==> src/rtl/lbbrt_pkg.sv <==
`timescale 1ns / 1ps
`default_nettype none
package lbbrt_pkg;
    typedef enum logic [1:0] {
        REQ_ALLOC = 2'd0,
        REQ_FREE  = 2'd1,
        REQ_READ  = 2'd2,
        REQ_WRITE = 2'd3
    } t_req;

    localparam logic [1:0] ST_OK        = 2'd0;
    localparam logic [1:0] ST_INVALID   = 2'd1;
    localparam logic [1:0] ST_NOT_FOUND = 2'd2;
    localparam logic [1:0] ST_FULL      = 2'd3;

    localparam int unsigned RB_W = 38;

    // broadcast command from the controller to every cell
    typedef struct packed {
        logic        match_en;   // compare enable; unused, cells always compare
        logic [31:0] handle;
        logic        alloc_en;   // claim entry at alloc_idx
        logic        sel_en;     // operate on the selected entry
        logic [31:0] new_size;
        logic        rank_ins;   // insert selected at mru
        logic        rank_prom;  // promote selected
        logic        rank_drop;  // drop selected (evict or free)
        logic        set_dirty;
        logic        kill;       // free: clear valid
    } t_cmd;
endpackage
`default_nettype wire

==> src/rtl/lbbrt_cell.sv <==
`timescale 1ns / 1ps
`default_nettype none
module lbbrt_cell
    import lbbrt_pkg::*;
#(
    parameter int unsigned RANK_W = 6
) (
    input  wire              i_clk,
    input  wire              i_rst_n,
    input  wire t_cmd        i_cmd,
    input  wire              i_alloc_me,
    input  wire              i_sel_me,
    input  wire [RANK_W-1:0] i_sel_rank,
    // chain of found flags from lower-indexed neighbor
    input  wire              i_found_prev,
    output logic             o_found_next,
    output logic             o_hit_first,
    output logic             o_valid,
    output logic             o_resident,
    output logic             o_dirty,
    output logic [31:0]      o_handle,
    output logic [31:0]      o_size,
    output logic [RANK_W-1:0] o_rank
);
    logic r_valid, r_res, r_dirty;
    logic [31:0] r_handle, r_size;
    logic [RANK_W-1:0] r_rank;
    logic w_hit;

    assign w_hit        = r_valid && (r_handle == i_cmd.handle);
    assign o_hit_first  = w_hit && !i_found_prev;
    assign o_found_next = w_hit || i_found_prev;

    always_ff @(posedge i_clk) begin
        if (!i_rst_n) begin
            r_valid <= 1'b0;
            r_res   <= 1'b0;
            r_dirty <= 1'b0;
        end else begin
            if (i_cmd.alloc_en && i_alloc_me) begin
                r_valid  <= 1'b1;
                r_handle <= i_cmd.handle;
                r_size   <= i_cmd.new_size;
                r_dirty  <= 1'b0;
            end
            if (i_cmd.sel_en) begin
                if (i_sel_me) begin
                    if (i_cmd.rank_ins) begin
                        r_res  <= 1'b1;
                        r_rank <= '0;
                    end
                    if (i_cmd.rank_prom) r_rank <= '0;
                    if (i_cmd.rank_drop) begin
                        r_res   <= 1'b0;
                        r_dirty <= 1'b0;
                    end
                    if (i_cmd.set_dirty) r_dirty <= 1'b1;
                    if (i_cmd.kill) r_valid <= 1'b0;
                end else if (r_res) begin
                    if (i_cmd.rank_ins) r_rank <= r_rank + 1'b1;
                    if (i_cmd.rank_prom && r_rank < i_sel_rank) r_rank <= r_rank + 1'b1;
                    if (i_cmd.rank_drop && r_rank > i_sel_rank) r_rank <= r_rank - 1'b1;
                end
            end
        end
    end

    assign o_valid    = r_valid;
    assign o_resident = r_res;
    assign o_dirty    = r_dirty;
    assign o_handle   = r_handle;
    assign o_size     = r_size;
    assign o_rank     = r_rank;
endmodule
`default_nettype wire
==> config.mk <==
export PLATFORM = sky130hd
export DESIGN_NAME = lbbrt_cell
export DESIGN_NICKNAME = d
export VERILOG_FILES = /design/src/rtl/lbbrt_pkg.sv /design/src/rtl/lbbrt_cell.sv
export SDC_FILE = /design/constraint.sdc
export NUM_CORES = 1
export LEC_CHECK = 0
export CELL_PAD_IN_SITES_DETAIL_PLACEMENT = 0
export CELL_PAD_IN_SITES_GLOBAL_PLACEMENT = 1
export CORE_UTILIZATION = 48
export CTS_CLUSTER_SIZE = 8
export DETAILED_ROUTE_END_ITERATION = 8
export DONT_BUFFER_PORTS = 1
export PLACE_DENSITY_LB_ADDON = 0.05
export SLEW_MARGIN = 15
export SYNTH_ARGS = -nofsm -noshare
export SYNTH_HDL_FRONTEND = slang
export SYNTH_SLANG_ARGS = --single-unit
==> constraint.sdc <==
create_clock -name i_clk -period 3.8 [get_ports i_clk]
set_clock_uncertainty 0.2 [all_clocks]
set_input_delay 0.95 -clock i_clk [delete_from_list [all_inputs] [get_ports i_clk]]
set_output_delay 0.95 -clock i_clk [all_outputs]
set_load 0.03 [all_outputs]
# --- Word-level counts from Yosys, hierarchy flattened ---
# Cells that the tools add are included.
op_classes:
  n_eq_ne: 2
  magnitude_cmp: 2
  mux: 18
  add_sub_neg: 2
  reduce_logical: 13
op_table:
  columns: ["operator", "count"]
  rows:
  - ["two-way mux 6 bit", 7]
  - ["equality test 32 bit", 1]
  - ["two-way mux 1 bit", 11]
  - ["adder 6 x 1 -> 6 bit, second input constant", 1]
  - ["greater-than comparator 6 bit", 1]
  - ["< comparator 6 bit", 1]
  - ["subtractor 6 x 1 -> 6 bit, second input constant", 1]
  - ["logical AND 1 bit", 5]
  - ["AND reduction 5 bit", 1]
  - ["nonzero test 2 bit", 2]
  - ["nonzero test 4 bit", 1]
  - ["inequality test 3 bit, second input constant", 1]
  - ["AND reduction 3 bit", 1]
  - ["AND reduction 2 bit", 1]
  - ["zero test 1 bit", 1]
  - ["logical OR 1 bit", 1]
totals:
  in_bits: 83
  regBits: 73
  word_cells: 43

# --- Depth between registers and ports, before layout ---
logic_depth:
  depth_word: 6
  depth_mapped: 12

# --- Worst setup path after synthesis ---
# Ideal clock, no wire load.
synth_path:
  kind: "input -> register"
  startpoint: "input i_sel_rank[5]"
  endpoint: "register r_rank[5] (netlist: o_rank[5]) (data pin)"
  t_arrival_ps: 3074
  t_required_ps: 3339
  n_path_buf: 0
  stages: 11
  path_slack_ps: 265
  path_cell_list: "inv_1 ha_1 nand4_1 o21bai_4 a31oi_2 ha_1 a211o_1 a21oi_4 o21ai_2 and3_1 a311o_1"
synth_between:
  elab_chain_cells: 6
  word_cells_on_any_way: 8
  cone_classes: "order compare (2); mux (4); reduce/logical (2)"
synth_rtl:
  columns: ["element", "line", "source"]
  rows:
  - ["from (decl)", "lbbrt_cell.sv:13", "input wire [RANK_W-1:0] i_sel_rank,"]
  - ["< comparator 6 bit", "lbbrt_cell.sv:61", "if (i_cmd.rank_prom && r_rank < i_sel_rank) r_rank <= r_rank + 1'b1;"]
  - ["logical AND 1 bit", "lbbrt_cell.sv:61", null]
  - ["two-way mux 6 bit", "lbbrt_cell.sv:61", null]
  - ["two-way mux 6 bit *", "lbbrt_cell.sv:62", "if (i_cmd.rank_drop && r_rank > i_sel_rank) r_rank <= r_rank - 1'b1;"]
  - ["two-way mux 6 bit *", "lbbrt_cell.sv:59", "end else if (r_res) begin"]
  - ["two-way mux 6 bit *", "lbbrt_cell.sv:47", "if (i_sel_me) begin"]
  - ["to (signal assigned)", "lbbrt_cell.sv:60", "if (i_cmd.rank_ins) r_rank <= r_rank + 1'b1;"]
  - ["to (signal assigned)", "lbbrt_cell.sv:61", null]
  - ["to (signal assigned)", "lbbrt_cell.sv:62", null]
  - ["to (decl)", "lbbrt_cell.sv:27", "logic [RANK_W-1:0] r_rank;"]
# Mark *: on every way between the ends. The rest lies on a longest branch, timed or not. The select of a mux whose other input is x is not followed.
# A chain may end at the register's enable or synchronous reset.

# --- Worst setup path in the final report ---
# Same ends and word-level chain as after synthesis.

==> metrics.cfg <==
[outcome]
outcome = finished, final reports clean

[synthesis]
ys_seq_area_share_pct = 70.99
synth.largest_area_cell = edfxtp_1
synth.avg_cell_area_sq_um = 15.94
synth-edff-count = 70
syn-num-nets = 285
yosysMostFrequentCell = edfxtp_1
synth_cell_types = 35
ys.flop_type = edfxtp_1
synthArstFlopShare_pct = 0
ys_ff_latch = 73
syn-cell-area_sq_mm = 0.003045
synth_common_cells = edfxtp_1, xnor2_1, ha_1
synth_area_leaders = edfxtp_1, xnor2_1, ha_1, dfxtp_1, nand4_1
yosysWarnings = 0
synth_top_area_share_pct = 69.02
syn_inst = 191

[timing]
max_clock_freq_ghz = 0.2941
finalSetupViolCount = 0
relSlewSlack_pct = 55.93
fin_tns_setup_ns = 0
rsz0062_at_grt = no
min_period_over_period_pct = 89.47
tightest_slew_ns = 0.6610
slew_viol_final = 0
min_period_ns = 3.400
hold_viol_final = 0

[clock_network]
cts_buffers = 9
cts-root-buf = clkbuf_8
postCtsSetupRepairBufs = 0
cts_buffer_depth = 2
clkTransAtPathRegs_ns = 0.07
cts_num_sinks = 73
holdBufCountCts = 0
cts_resized = 0
htree_levels = 3
cts_tree = yes
clock_latency_ns = 0.35

[power_and_ir_drop]
pwr_density_cell_mw_per_mm2 = 527.9
peakVddDrop_v = 0.0003482
power_mw = 1.809
p_leak_nw = 1.168

[grt]
grt_pass1_vias = 1768
grt.overflow.total = 0
antenna_found_initial = 0
grt_max_degree = 37
grt_use_total_pct = 17.04
grt_pass1_wl_um = 8010

[routing]
drc = 0
vias_per_cell = 5.684
drt-wirelength-per-cell_um = 19.69
vias = 1637
dr.pass1.iters = 4
drtAntennaViolNets = 0
drt_wl_total_um = 5671
drtIter0Drc = 63

[placed_design]
dp_hpwl_um = 4405
gp_congestion = 0.6891
placement.io_buffers = 0

[floorplanning]
rows = 28
die_height_um = 81.66
ios = 158
coreArea_sq_mm = 0.006026
initial_core_util_pct = 50.54
die_w_um = 81.66
dieArea_sq_mm = 0.006668

[setup_path]
path_cells = inv_1, ha_1, nand4_1, o21bai_4, a31oi_2, ha_1, o21a_1, a21oi_4, o21ai_2, and3_1, a311o_1
crit_path_frequent_cell = ha_1
rr_startpoint = o_rank[2]$_SDFFCE_PP0P_
reg2reg_slack_ns = 0.42
startpoint_type = input port
crit_slowest_cell = ha_1
end_kind = flip-flop
startpoint = i_sel_rank[5]
critPathBufInv = 1
crit_fanout = 7
max_stage_delay_ns = 0.37
criticalPathCategory = in2reg
path_delay_family = compound AO/OA/AOI/OAI gates
cp.required_ns = 3.69
worst_ep_arrival_time_ns = 3.29

[final_layout]
drive_gt1_share_pct = 14.08
n_antenna_cell = 0
fin_nets = 302
area_growth_pct = 12.53

[min_path]
hold_class = reg2reg
holdCritStartpoint = o_dirty$_SDFF_PN0_

[flow_run]
maxCapViolCount = 0

-- per-stage QoR --
step	utilization, %	hold slack [ns]	cell area [sq um]	instances	setup WS [ns]
2_1_floorplan	-	0.3950	3045	191	0.2648
3_3_place_gp	53.14	0.4084	3202	272	0.1103
3_5_place_dp	53.14	0.4149	3202	272	0.04390
4_1_cts	56.87	0.4254	3427	288	0.3787
5_1_grt	56.87	0.4684	3427	288	0.2163
6_report	56.87	0.4240	3427	288	0.4000
-- tightest hold or removal path, delay by kind of cell, from the launching register on --
| family | cells | cell delay [ns] |
|---|---|---|
| AO/OA/AOI/OAI | 1 | 0.06 |
| flip-flops | 1 | 0.41 |
| AND/OR/NAND/NOR | 1 | 0.11 |
-- sequential cells by signal, indices dropped and copies added, names as in the netlist --
register,count
o_rank,6
o_resident,1
o_size,32
o_valid,1
o_dirty,1
o_handle,32
-- metal layers --
metal  up-vias  part of all wire, %  track usage, %  routed length [um]
li1        753                    -               -                   -
met1       771                   36           17.23                2024
met2       105                   49           28.25                2802
met3         8                   13           9.889                 750
met4         0                  1.7           7.895                  95
met5         -                    0               0                   0
-- worst paths after layout --
kind / endpoint / cells past startpoint
worst min-delay path: o_dirty$_SDFF_PN0_ / 2
worst max register to register: o_rank[5]$_SDFFCE_PP0P_ / 10
worst max-delay path: o_rank[5]$_SDFFCE_PP0P_ / 11
worst min register to register: o_dirty$_SDFF_PN0_ / 2
-- layout by cell type (no fill, tap or decap), types with 4 or more instances in the layout --
cell and n:
nand2_1 4, nand3_1 6, nor2_1 9, edfxtp_1 70, clkbuf_8 9, ha_1 10
buf_4 6, xnor2_1 33, inv_1 9, a21oi_1 4, nand4_1 9
-- cell families after synthesis --
family	Yosys count	share of synthesized area, %
AOI/OAI and AO/OA	24	6.410
xor gates and xnor gates	34	9.778
adders and majority gates	11	4.766
buffers and inverters	12	1.520
DFF	73	70.99
muxes	1	0.3287
and+or+nand+nor	36	6.204
-- where the power goes --
group,internal (mW),switching (mW)
logic,0.0532,0.0578
registers,0.927,0.0910
clock network,0.378,0.303
-- layout make-up --
type | count | area [sq um]
inverter | 11 | 42.54
clock inverter | 7 | 101.3
timing repair buffer | 7 | 65.06
clock buffer | 9 | 123.9
multi-input combinational | 106 | 838.3
fill | 489 | 2599
sequential | 73 | 2162
tap | 75 | 93.84
Note: power is estimated with default switching activity, not from simulation.
